===== config.mk =====
export PLATFORM = sky130hd
export DESIGN_NAME = address_slot_table_core_flat
export DESIGN_NICKNAME = d
export VERILOG_FILES = /design/src/design/ast_pkg.sv /design/src/design/ast_if.sv /design/src/design/ast_engine.sv /design/src/design/address_slot_table_core.sv /design/src/flat_wrapper.sv
export SDC_FILE = /design/constraint.sdc
export NUM_CORES = 1
export LEC_CHECK = 0
export BUFFER_PORTS_ARGS = -buffer_cell sky130_fd_sc_hd__buf_2
export CAP_MARGIN = 20
export CORE_AREA = 2 2 211 213
export CTS_BUF_LIST = sky130_fd_sc_hd__clkbuf_8
export CTS_CLUSTER_SIZE = 8
export DETAILED_ROUTE_END_ITERATION = 16
export DIE_AREA = 0 0 213 215
export GPL_ROUTABILITY_DRIVEN = 1
export GPL_TIMING_DRIVEN = 0
export PLACE_DENSITY = 0.67
export SYNTH_ARGS = -nofsm -noshare
export SYNTH_HDL_FRONTEND = slang
export SYNTH_SLANG_ARGS = --single-unit

===== constraint.sdc =====
create_clock -name i_clk -period 10.4 [get_ports i_clk]
set_input_delay 2.08 -clock i_clk [delete_from_list [all_inputs] [get_ports i_clk]]
set_output_delay 2.08 -clock i_clk [all_outputs]
set_load 0.02 [all_outputs]

===== src/design/ast_pkg.sv =====
// ----------------------------------------------------------------------------
// ast_pkg
// Shared types and constants of the address slot table.
// ----------------------------------------------------------------------------
package ast_pkg;

    localparam int SLOT_COUNT_DEF = 8;
    localparam int ADDR_W         = 48;
    localparam int SLOT_W         = 3;
    localparam int OUTCOME_W      = 2;
    localparam int CFG_IDX_W      = 8;

    // Configuration register indexes.
    localparam logic [CFG_IDX_W-1:0] REG_BOUND_VALID = CFG_IDX_W'(0);
    localparam logic [CFG_IDX_W-1:0] REG_BOUND_ADDR  = CFG_IDX_W'(1);

    typedef enum logic [OUTCOME_W-1:0] {
        OUT_HIT     = 2'd0,
        OUT_FREE    = 2'd1,
        OUT_REPLACE = 2'd2,
        OUT_NONE    = 2'd3
    } t_outcome;

    typedef enum logic [2:0] {
        ST_IDLE,
        ST_SCAN,
        ST_LAST,
        ST_DECIDE,
        ST_HUNT
    } t_state;

endpackage


===== src/design/ast_if.sv =====
// ----------------------------------------------------------------------------
// ast_if
// Handshake channels of the address slot table: request, result, config.
// ----------------------------------------------------------------------------
interface ast_in_if;
    logic                       valid;
    logic                       ready;
    logic [ast_pkg::ADDR_W-1:0] source_address;

    modport source (output valid, output source_address, input ready);
    modport sink   (input valid, input source_address, output ready);
endinterface

interface ast_out_if;
    logic                          valid;
    logic                          ready;
    logic [ast_pkg::SLOT_W-1:0]    slot_index;
    logic [ast_pkg::OUTCOME_W-1:0] outcome;

    modport source (output valid, output slot_index, output outcome, input ready);
    modport sink   (input valid, input slot_index, input outcome, output ready);
endinterface

interface ast_cfg_if;
    logic                          valid;
    logic                          ready;
    logic [ast_pkg::CFG_IDX_W-1:0] index;
    logic [ast_pkg::ADDR_W-1:0]    data;

    modport source (output valid, output index, output data, input ready);
    modport sink   (input valid, input index, input data, output ready);
endinterface


===== src/design/ast_engine.sv =====
// ----------------------------------------------------------------------------
// ast_engine
// Entry memory and the scan / allocate / replace sequencer around it.
// ----------------------------------------------------------------------------
module ast_engine #(
    parameter int SLOT_COUNT = ast_pkg::SLOT_COUNT_DEF
) (
    input  logic                       i_clk,
    input  logic                       i_rst_n,
    input  logic                       i_bound_valid,
    input  logic [ast_pkg::ADDR_W-1:0] i_bound_address,
    ast_in_if.sink                     i_in,
    ast_out_if.source                  o_out
);

    localparam int IDX_W  = $clog2(SLOT_COUNT);
    localparam int FILL_W = $clog2(SLOT_COUNT + 1);
    localparam logic [IDX_W-1:0]  LAST_IDX = IDX_W'(SLOT_COUNT - 1);
    localparam logic [FILL_W-1:0] FULL     = FILL_W'(SLOT_COUNT);

    // Entry memory: one write port, one registered read port.
    logic [ast_pkg::ADDR_W-1:0] mem [SLOT_COUNT];
    logic [ast_pkg::ADDR_W-1:0] r_q;

    ast_pkg::t_state r_state, n_state;

    logic [ast_pkg::ADDR_W-1:0] r_addr;
    logic [IDX_W-1:0]           r_ridx;
    logic                       r_dval;
    logic [IDX_W-1:0]           r_didx;
    logic                       r_hit;
    logic [IDX_W-1:0]           r_hit_idx;
    logic [SLOT_COUNT-1:0]      r_prot;
    logic [FILL_W-1:0]          r_fill;
    logic [IDX_W-1:0]           r_victim;
    logic [IDX_W-1:0]           r_vidx;
    logic [IDX_W-1:0]           r_k;

    logic                          r_out_valid;
    logic [ast_pkg::SLOT_W-1:0]    r_out_slot;
    ast_pkg::t_outcome             r_out_code;

    logic              accept;
    logic              emit_ok;
    logic              used;
    logic              res_ld;
    logic [IDX_W-1:0]  res_slot;
    ast_pkg::t_outcome res_code;
    logic              wr_en;
    logic [IDX_W-1:0]  wr_addr;
    logic [IDX_W-1:0]  vidx_next;

    assign accept    = i_in.valid && i_in.ready;
    assign emit_ok   = !r_out_valid || o_out.ready;
    // Entries fill from slot 0 upward and are never freed, so the used ones are a prefix.
    assign used      = FILL_W'(r_didx) < r_fill;
    assign vidx_next = (r_vidx == LAST_IDX) ? '0 : r_vidx + IDX_W'(1);

    assign i_in.ready       = (r_state == ast_pkg::ST_IDLE);
    assign o_out.valid      = r_out_valid;
    assign o_out.slot_index = r_out_slot;
    assign o_out.outcome    = r_out_code;

    // Next state.
    always_comb begin
        n_state = r_state;
        case (r_state)
            ast_pkg::ST_IDLE: begin
                if (accept) n_state = ast_pkg::ST_SCAN;
            end
            ast_pkg::ST_SCAN: begin
                if (r_ridx == LAST_IDX) n_state = ast_pkg::ST_LAST;
            end
            ast_pkg::ST_LAST: begin
                n_state = ast_pkg::ST_DECIDE;
            end
            ast_pkg::ST_DECIDE: begin
                if (res_ld) begin
                    n_state = ast_pkg::ST_IDLE;
                end else if (!r_hit && r_fill == FULL) begin
                    n_state = ast_pkg::ST_HUNT;
                end
            end
            ast_pkg::ST_HUNT: begin
                if (res_ld) n_state = ast_pkg::ST_IDLE;
            end
            default: n_state = ast_pkg::ST_IDLE;
        endcase
    end

    // Result and memory write decisions.
    always_comb begin
        res_ld   = 1'b0;
        res_slot = '0;
        res_code = ast_pkg::OUT_HIT;
        wr_en    = 1'b0;
        wr_addr  = r_vidx;
        case (r_state)
            ast_pkg::ST_DECIDE: begin
                if (emit_ok) begin
                    if (r_hit) begin
                        res_ld   = 1'b1;
                        res_slot = r_hit_idx;
                        res_code = ast_pkg::OUT_HIT;
                    end else if (r_fill != FULL) begin
                        res_ld   = 1'b1;
                        res_slot = IDX_W'(r_fill);
                        res_code = ast_pkg::OUT_FREE;
                        wr_en    = 1'b1;
                        wr_addr  = IDX_W'(r_fill);
                    end
                end
            end
            ast_pkg::ST_HUNT: begin
                if (emit_ok) begin
                    if (!(i_bound_valid && r_prot[r_vidx])) begin
                        res_ld   = 1'b1;
                        res_slot = r_vidx;
                        res_code = ast_pkg::OUT_REPLACE;
                        wr_en    = 1'b1;
                        wr_addr  = r_vidx;
                    end else if (r_k == LAST_IDX) begin
                        res_ld   = 1'b1;
                        res_slot = '0;
                        res_code = ast_pkg::OUT_NONE;
                    end
                end
            end
            default: begin
                res_ld = 1'b0;
            end
        endcase
    end

    always_ff @(posedge i_clk) begin
        if (wr_en) begin
            mem[wr_addr] <= r_addr;
        end
        r_q <= mem[r_ridx];
    end

    always_ff @(posedge i_clk) begin
        if (!i_rst_n) begin
            r_state     <= ast_pkg::ST_IDLE;
            r_fill      <= '0;
            r_victim    <= '0;
            r_out_valid <= 1'b0;
            r_dval      <= 1'b0;
            r_hit       <= 1'b0;
            r_ridx      <= '0;
        end else begin
            r_state <= n_state;
            r_dval  <= (r_state == ast_pkg::ST_SCAN);
            r_didx  <= r_ridx;

            if (accept) begin
                r_addr <= i_in.source_address;
                r_ridx <= '0;
                r_hit  <= 1'b0;
            end else if (r_state == ast_pkg::ST_SCAN) begin
                r_ridx <= r_ridx + IDX_W'(1);
            end

            // Compare the entry read in the previous cycle.
            if (r_dval) begin
                r_prot[r_didx] <= (r_q == i_bound_address);
                if (!r_hit && used && r_q == r_addr) begin
                    r_hit     <= 1'b1;
                    r_hit_idx <= r_didx;
                end
            end

            if (r_state == ast_pkg::ST_DECIDE && n_state == ast_pkg::ST_HUNT) begin
                r_vidx <= r_victim;
                r_k    <= '0;
            end else if (r_state == ast_pkg::ST_HUNT && emit_ok && !res_ld) begin
                r_vidx <= vidx_next;
                r_k    <= r_k + IDX_W'(1);
            end

            if (wr_en && r_state == ast_pkg::ST_DECIDE) begin
                r_fill <= r_fill + FILL_W'(1);
            end
            if (wr_en && r_state == ast_pkg::ST_HUNT) begin
                r_victim <= vidx_next;
            end

            if (res_ld) begin
                r_out_valid <= 1'b1;
                r_out_slot  <= ast_pkg::SLOT_W'(res_slot);
                r_out_code  <= res_code;
            end else if (o_out.ready) begin
                r_out_valid <= 1'b0;
            end
        end
    end

endmodule


===== src/design/address_slot_table_core.sv =====
// A result is loaded after a full scan of the entry memory on a hit or a free-entry fill,
// and after a further round-robin hunt for a victim when the table is full and misses.
// A new address is taken only once the previous result is loaded, set by the
// single read port of the entry memory, which is scanned one entry per cycle.
// Reset is synchronous and active low; it empties the table through the fill count,
// so no clearing pass runs and the block takes an address in the first cycle after reset.
// ----------------------------------------------------------------------------
// address_slot_table_core
// Maps 48-bit station addresses to slot numbers, with round-robin replacement.
// ----------------------------------------------------------------------------
module address_slot_table_core #(
    parameter int SLOT_COUNT = ast_pkg::SLOT_COUNT_DEF
) (
    input  logic      i_clk,
    input  logic      i_rst_n,
    ast_in_if.sink    i_in,
    ast_out_if.source o_out,
    ast_cfg_if.sink   i_cfg
);

    logic                       r_bound_valid;
    logic [ast_pkg::ADDR_W-1:0] r_bound_address;

    assign i_cfg.ready = 1'b1;

    // Writes to indexes past the register list are dropped.
    always_ff @(posedge i_clk) begin
        if (!i_rst_n) begin
            r_bound_valid   <= 1'b0;
            r_bound_address <= '0;
        end else if (i_cfg.valid && i_cfg.ready) begin
            if (i_cfg.index == ast_pkg::REG_BOUND_VALID) begin
                r_bound_valid <= i_cfg.data[0];
            end else if (i_cfg.index == ast_pkg::REG_BOUND_ADDR) begin
                r_bound_address <= i_cfg.data;
            end
        end
    end

    ast_engine #(
        .SLOT_COUNT (SLOT_COUNT)
    ) u_engine (
        .i_clk           (i_clk),
        .i_rst_n         (i_rst_n),
        .i_bound_valid   (r_bound_valid),
        .i_bound_address (r_bound_address),
        .i_in            (i_in),
        .o_out           (o_out)
    );

endmodule


===== src/flat_wrapper.sv =====
// flat-port wrapper written by rule: the top's interface ports become plain ports
module address_slot_table_core_flat 
#(
    parameter int SLOT_COUNT = ast_pkg::SLOT_COUNT_DEF
)
  (i_clk, i_rst_n, i_in_valid, i_in_source_address, i_in_ready, o_out_valid, o_out_slot_index, o_out_outcome, o_out_ready, i_cfg_valid, i_cfg_index, i_cfg_data, i_cfg_ready);
  ast_in_if i_in_i ();
  ast_out_if o_out_i ();
  ast_cfg_if i_cfg_i ();
  input  logic i_clk;
  input  logic i_rst_n;
  input wire logic [$bits(i_in_i.valid)-1:0] i_in_valid;
  input wire logic [$bits(i_in_i.source_address)-1:0] i_in_source_address;
  output wire logic [$bits(i_in_i.ready)-1:0] i_in_ready;
  output wire logic [$bits(o_out_i.valid)-1:0] o_out_valid;
  output wire logic [$bits(o_out_i.slot_index)-1:0] o_out_slot_index;
  output wire logic [$bits(o_out_i.outcome)-1:0] o_out_outcome;
  input wire logic [$bits(o_out_i.ready)-1:0] o_out_ready;
  input wire logic [$bits(i_cfg_i.valid)-1:0] i_cfg_valid;
  input wire logic [$bits(i_cfg_i.index)-1:0] i_cfg_index;
  input wire logic [$bits(i_cfg_i.data)-1:0] i_cfg_data;
  output wire logic [$bits(i_cfg_i.ready)-1:0] i_cfg_ready;
  assign i_in_i.valid = i_in_valid;
  assign i_in_i.source_address = i_in_source_address;
  assign i_in_ready = i_in_i.ready;
  assign o_out_valid = o_out_i.valid;
  assign o_out_slot_index = o_out_i.slot_index;
  assign o_out_outcome = o_out_i.outcome;
  assign o_out_i.ready = o_out_ready;
  assign i_cfg_i.valid = i_cfg_valid;
  assign i_cfg_i.index = i_cfg_index;
  assign i_cfg_i.data = i_cfg_data;
  assign i_cfg_ready = i_cfg_i.ready;
  address_slot_table_core #(.SLOT_COUNT(SLOT_COUNT)) u_core (.i_clk(i_clk), .i_rst_n(i_rst_n), .i_in(i_in_i), .o_out(o_out_i), .i_cfg(i_cfg_i));
endmodule

# Word level (Yosys, flattened, before mapping)

Memory sizes are Yosys's and may differ from the RTL's. A register that Yosys moved wholly into a read port is not among the register bits.
Cells that the tools add are included.

Add/subtract/negate cells: 4
Multiply operators: 0
Div/mod/pow operators: 0
$lt $le $gt $ge: 4
Eq/ne operators: 13
Shift operators: 0
Mux-type cells: 51
Bitwise logic cells: 2
Reduce and logical (&&, ||, !) cells: 27

Operators by type and width:

| cell                                                        | number |
|---|---|
| equality test 48 bit                                        | 2 |
| two-way mux 3 bit                                           | 18 |
| two-way mux 1 bit                                           | 22 |
| equality test 3 bit (second input constant)                 | 5 |
| case mux 3 bit (5 select lines)                             | 1 |
| logical AND 1 bit                                           | 11 |
| AND reduction 2 bit                                         | 5 |
| adder 3 x 1 -> 3 bit (second input constant)                | 3 |
| bitwise mux 8 bit                                           | 1 |
| equality test 8 x 1 -> 1 bit (second input constant)        | 1 |
| zero test 8 bit                                             | 1 |
| less-than comparator 3 x 4 -> 1 bit (second input constant) | 2 |
| equality test 3 x 2 -> 1 bit (second input constant)        | 2 |
| two-way mux 2 bit                                           | 3 |
| case mux 3 bit (2 select lines)                             | 1 |
| AND reduction 3 bit                                         | 2 |
| adder 4 x 1 -> 4 bit (second input constant)                | 1 |
| equality test 4 bit (second input constant)                 | 1 |
| less-than comparator 3 x 4 -> 1 bit                         | 1 |
| inequality test 4 bit (second input constant)               | 1 |
| case mux 1 bit (2 select lines)                             | 2 |
| case mux 2 bit (2 select lines)                             | 1 |
| nonzero test 2 bit                                          | 2 |
| binary-select mux 1 bit (select 3 bit)                      | 1 |
| other kinds (8)                                             | 11 |

Bits in registers: 138
Bits in latches: 0
RAM bits: 384
ROM bits: 0
Input port bits: 109
Output and inout port bits: 8
Word-level logic and storage cells: 119
Memories kept: 1

Memory list:

| memory              | words | bits a word | read ports | clocked after memory_dff | write ports | RTL line         | text |
|---|---|---|---|---|---|---|---|
| u_core.u_engine.mem | 8     | 48          | 1          | 1                        | 1           | ast_engine.sv:22 | `logic [ast_pkg::ADDR_W-1:0] mem [SLOT_COUNT];` |

# Longest topological paths before layout

Depth after elaboration: 12
Mapped depth: 8
Mapped depth without buffers: 7

# Hierarchy

From an unflattened synthesis, not the netlist that was laid out.

Cell total of the unflattened synthesis: 1193
Area total of the unflattened synthesis: 21817.2 um^2

Modules (own cells, without submodules):

| module                  | instances | cells each | area each (um^2) | sequential area each (um^2) |
|---|---|---|---|---|
| ast_engine              | 1         | 976        | 19841.5          | 15004.4 |
| address_slot_table_core | 1         | 217        | 1975.6           | 980.9 |

# Least setup slack after synthesis

No wires, ideal clock.

Kind: input to register
Start point: input port o_out_ready
End point: memory u_core.u_engine.mem[4][0] (netlist name), enable pin
Setup time: 454 ps
Arrival time: 4960 ps
Data required time: 9946 ps
Path slack: 4986 ps
Stages: 6
Path buffers: 1
Cells stage by stage: nor2b_1 nor4b_2 buf_4 mux2i_1 nand2_1 nor2_1

Longest elaborated chain between the ends: 5
Elaborated cells between the ends (all ways): 8
Those cells by class: 7 x mux; 1 x reduce/logical

Ends and longest elaborated chain:

| item                                    | RTL line                             | text |
|---|---|---|
| start, declared                         | flat_wrapper.sv:18                   | `input wire logic [$bits(o_out_i.ready)-1:0] o_out_ready;` |
| logical OR 1 bit *                      | ast_engine.sv:54                     | `assign emit_ok = !r_out_valid \|\| o_out.ready;` |
| two-way mux 1 bit (on tied branches)    | ast_engine.sv:115, ast_engine.sv:100 |  |
| case mux 1 bit (2 select lines)         | ast_engine.sv:98                     | `case (r_state)` |
| two-way mux 1 bit                       | ast_engine.sv:136                    | `if (wr_en) begin` |
| two-way mux 1 bit (implied by the code) | ast_engine.sv:137                    | `mem[wr_addr] <= r_addr;` |
| end, declared                           | ast_engine.sv:22                     |  |

Every way passes the cells marked *; elsewhere a longest branch is shown, timed or not.

# Worst setup path in the final report

Start point: input port i_rst_n
End point: register u_core.u_engine.r_addr[28] (netlist name), enable pin

Longest elaborated chain between the ends: 1

Ends and longest elaborated chain:

| item                                 | RTL line           | text |
|---|---|---|
| start, declared                      | flat_wrapper.sv:11 | `input logic i_rst_n;` |
| AND reduction 2 bit (no source line) | n/a                |  |
| end signal, assigned                 | ast_engine.sv:157  | `r_addr <= i_in.source_address;` |
| end, declared                        | ast_engine.sv:27   | `logic [ast_pkg::ADDR_W-1:0] r_addr;` |

No other way between the ends.
A chain may end at the register's enable or synchronous reset.

==> impl_metrics.toml <==
[cts]
path_clk_slew_ns = 0.06
cts_resized = 0
cts-root-buf = "clkbuf_8"
cts_buffer_depth = 3
clock_latency_ns = 0.67
cts_sinks = 570
post-cts-setup-buffers = 0
cts_tree = "built"
htreeDepth = 3
cts_hold_buf = 0
cts-buffers-inserted = 93

[worst_setup_path]
critPathBufInv = 5
crit_path_end_kind = "register"
ff2ff_path_depth = 9
crit_start = "i_rst_n"
timing.rr.end = "u_core.u_engine.mem[5][29]$_DFFE_PP_"
crit_chain = "buf_2, clkbuf_1, inv_2, clkbuf_1, nor2_4, buf_12"
path_class = "in -> reg"
crit_path_top_delay_cell = "nor2_4"
worst-path-max-fanout = 18
cpMostUsedCell = "clkbuf_1"
start_kind = "input port"
cp_slowest_stage_delay_ns = 0.64
worst-endpoint-arrival_ns = 4.23
cp.required_ns = 10.75
r2r-start = "u_core.u_engine.r_fill[0]$_SDFFE_PN0P_"
regToRegSetupSlack_ns = 7.33
critical-path-top-delay-family = "buffers and inverters"

[synthesis]
yosysWarnings = 0
ys_types = 50
synth_nets = 1305
synthesis.area_sq_um = 21510
postSynthCellCount = 1186
yosysTopAreaCell = "edfxtp_1"
synthFlopType = "edfxtp_1"
ys_ff_latch = 570
synth.area.top_cells = "edfxtp_1 64%, dfxtp_1 11%, mux4_2 10%"
synth_top_area_share_pct = 63.79
postSynth.asyncResetShare_pct = 0
synth_edf_count = 457
ys_seq_area_share_pct = 74.31
syn_avg_cell_area_sq_um = 18.14

[sta]
fin_setup_tns_ns = 0
period_share_pct = 37.26
setup_ws_ns = 6.525
finalHoldViolCount = 0
min_period_ns = 3.875
drv_slew = 0
worst_slew_pin_slew_ns = 0.9526
setup_viol = 0
slew_headroom_pct = 36.49
rsz0062_at_grt = "no"
fin_worst_skew_ns = 0.02267
clock.fmax_mhz = 258.0

[routing]
ant_nets = 0
viasPerCell = 5.465
top_layer_used = "met4"
drt-met1-wl_um = 21490
vias = 11390
wl_met2_um = 23710
detail_route.first_pass.iterations = 5
finalWirelength_um = 49310
drc = 0
avgRoutedWirePerCell_um = 23.65
first_iter_violations = 965
wl_met3_um = 3287

[global_route]
grt_overflow = 0
grt_max_degree = 25
antenna_found_initial = 0
grt_pass1_wl_um = 73060
grtUsageTotal_pct = 22.19
grt_pass1_vias = 11560

[floorplan]
coreArea_sq_um = 43640
row_count = 77
fp.dieW_um = 213
ios = 117
die_y_um = 215
die_area_sq_um = 45800
start_util_pct = 49.29

[placement]
dp_slack_ns = 5.891
portBuffers = 115
place_hpwl_um = 33150
routabilityCongestion = 0.8464

[hold_path]
hold_path_class = "reg -> reg"
worst_hold_startpoint = "u_core.u_engine.r_victim[2]$_SDFFE_PN0P_"
holdPathStages = 2
hold_end = "u_core.u_engine.r_victim[2]$_SDFFE_PN0P_"

[final_layout]
ff_latch_area_sq_um = 15990
drive_gt1_share_pct = 29.40
fin_nets = 1533
diodes = 0
fin_util_pct = 57.43
syn_to_final_growth_pct = 16.51
nFillCells = 3350
multi_input_area_sq_um = 5340

[power_and_ir_drop]
ir_drop_uv = 127.9
p_total_mw = 4.464
p_leak_nw = 8.491
power.density_nw_per_um2 = 178.1

[flow_run]
max_cap_violations = 0

[status]
status = "finished clean"
final cells by class:
type                            instances  area share [%]
Sequential cell                       570           63.78
Multi-Input combinational cell        559           21.31
Clock buffer                          104           5.711
Timing Repair Buffer                  133           3.914
Tap cell                              592           2.955
Clock inverter                         70           1.323
Buffer                                 49          0.8936
Inverter                                8          0.1198
metrics by stage:
step	instance area (sq um)	hold slack, ns	std cells
after floorplan	21510	0.4314	1186
after global placement	22830	0.4408	1893
after detailed placement	23300	0.4533	1911
after CTS	25060	0.4601	2085
after global routing	25060	0.4810	2085
final	25060	0.4561	2085
synthesized netlist by cell type, types with 2 or more instances:
| library cell | count |
|---|---|
| a21oi_1 | 52 |
| a22oi_2 | 2 |
| and2_1 | 2 |
| and3_1 | 2 |
| buf_1 | 3 |
| buf_2 | 14 |
| buf_4 | 4 |
| clkbuf_1 | 27 |
| dfxtp_1 | 113 |
| edfxtp_1 | 457 |
| ha_1 | 10 |
| inv_1 | 7 |
| mux2_2 | 51 |
| mux2i_1 | 7 |
| mux4_2 | 97 |
| nand2_1 | 113 |
| nand2b_1 | 7 |
| nand3_1 | 6 |
| nand3b_1 | 3 |
| nand4_1 | 7 |
| nor2_1 | 36 |
| nor2b_1 | 4 |
| nor3_1 | 8 |
| nor4_1 | 23 |
| o21a_1 | 2 |
| o21ai_0 | 6 |
| o31ai_1 | 2 |
| xnor2_1 | 7 |
| xor2_1 | 93 |
flip-flops by register name (all words and copies together) (netlist names), 3 cells and up:
register,flops
u_core.u_engine.r_vidx,3
u_core.u_engine.r_didx,3
u_core.u_engine.r_fill,4
u_core.u_engine.o_out.slot_index,3
u_core.u_engine.r_hit_idx,3
u_core.u_engine.mem,384
u_core.u_engine.r_state,3
u_core.r_bound_address,48
u_core.u_engine.r_ridx,3
u_core.u_engine.r_victim,3
u_core.u_engine.r_k,3
u_core.u_engine.r_prot,8
u_core.u_engine.r_addr,48
u_core.u_engine.r_q,48
worst reg2reg max path, stage by stage, from the launching register on:
cell,delay [ns]
dfxtp_1,0.44
inv_1,0.13
ha_1,0.21
nand3b_1,0.14
nor4b_2,0.31
buf_4,0.26
mux2i_1,0.26
nand2_1,0.18
nor2_4,0.52
buf_12,0.29
kinds of logic (layout without fill, tap and decap cells):
logic type / count (synthesis) / after routing / synth area share (%)
compound gates: 71 / 71 / 1.867
xor+xnor: 100 / 100 / 4.071
fa+ha+maj: 10 / 10 / 0.5816
buf+inv: 57 / 364 / 1.181
flops: 570 / 570 / 74.31
mux: 156 / 156 / 13.22
other cells: 1 / 1 / 0.01743
simple gates: 221 / 221 / 4.752
per-layer routing:
layer	vias to the layer above	track usage, %
met5	-	0
met4	0	6.084
met3	60	4.589
met2	393	34.71
met1	5882	31.88
li1	5059	-
placed cells by master, fill, tap and decap left out, types with 8 or more instances in the layout:
master and n:
dfxtp_1 113, ha_1 10, clkbuf_1 27, nor2_1 27, buf_12 12, clkbuf_8 104
buf_2 129, nor3_1 8, nor2_4 9, nand2_1 113, nor4_1 23, a21oi_1 52
clkinv_1 9, inv_1 53, mux4_2 97, xor2_1 93, mux2_2 51, clkinv_2 8
edfxtp_1 457
where the power goes:
group / switching, mW / total [mW] / internal [mW]
logic: 0.0792 / 0.152 / 0.0725
clock network: 0.879 / 1.81 / 0.928
registers: 0.0316 / 2.51 / 2.47
total: 0.990 / 4.46 / 3.47
how the worst max path moves through the flow:
stage | to | slack (ns) | cells after the start
after floorplan | u_core.u_engine.mem[4][0]$_DFFE_PP_ | 4.99 | 6
after detailed placement | u_core.u_engine.r_addr[19]$_DFFE_PP_ | 5.89 | 6
after CTS | u_core.u_engine.mem[5][44]$_DFFE_PP_ | 6.61 | 8
final | u_core.u_engine.r_addr[28]$_DFFE_PP_ | 6.52 | 6
after global routing | u_core.u_engine.mem[5][44]$_DFFE_PP_ | 6.45 | 8
after global placement | u_core.u_engine.mem[2][28]$_DFFE_PP_ | 2.40 | 7
(Power assumes the default switching activity.)
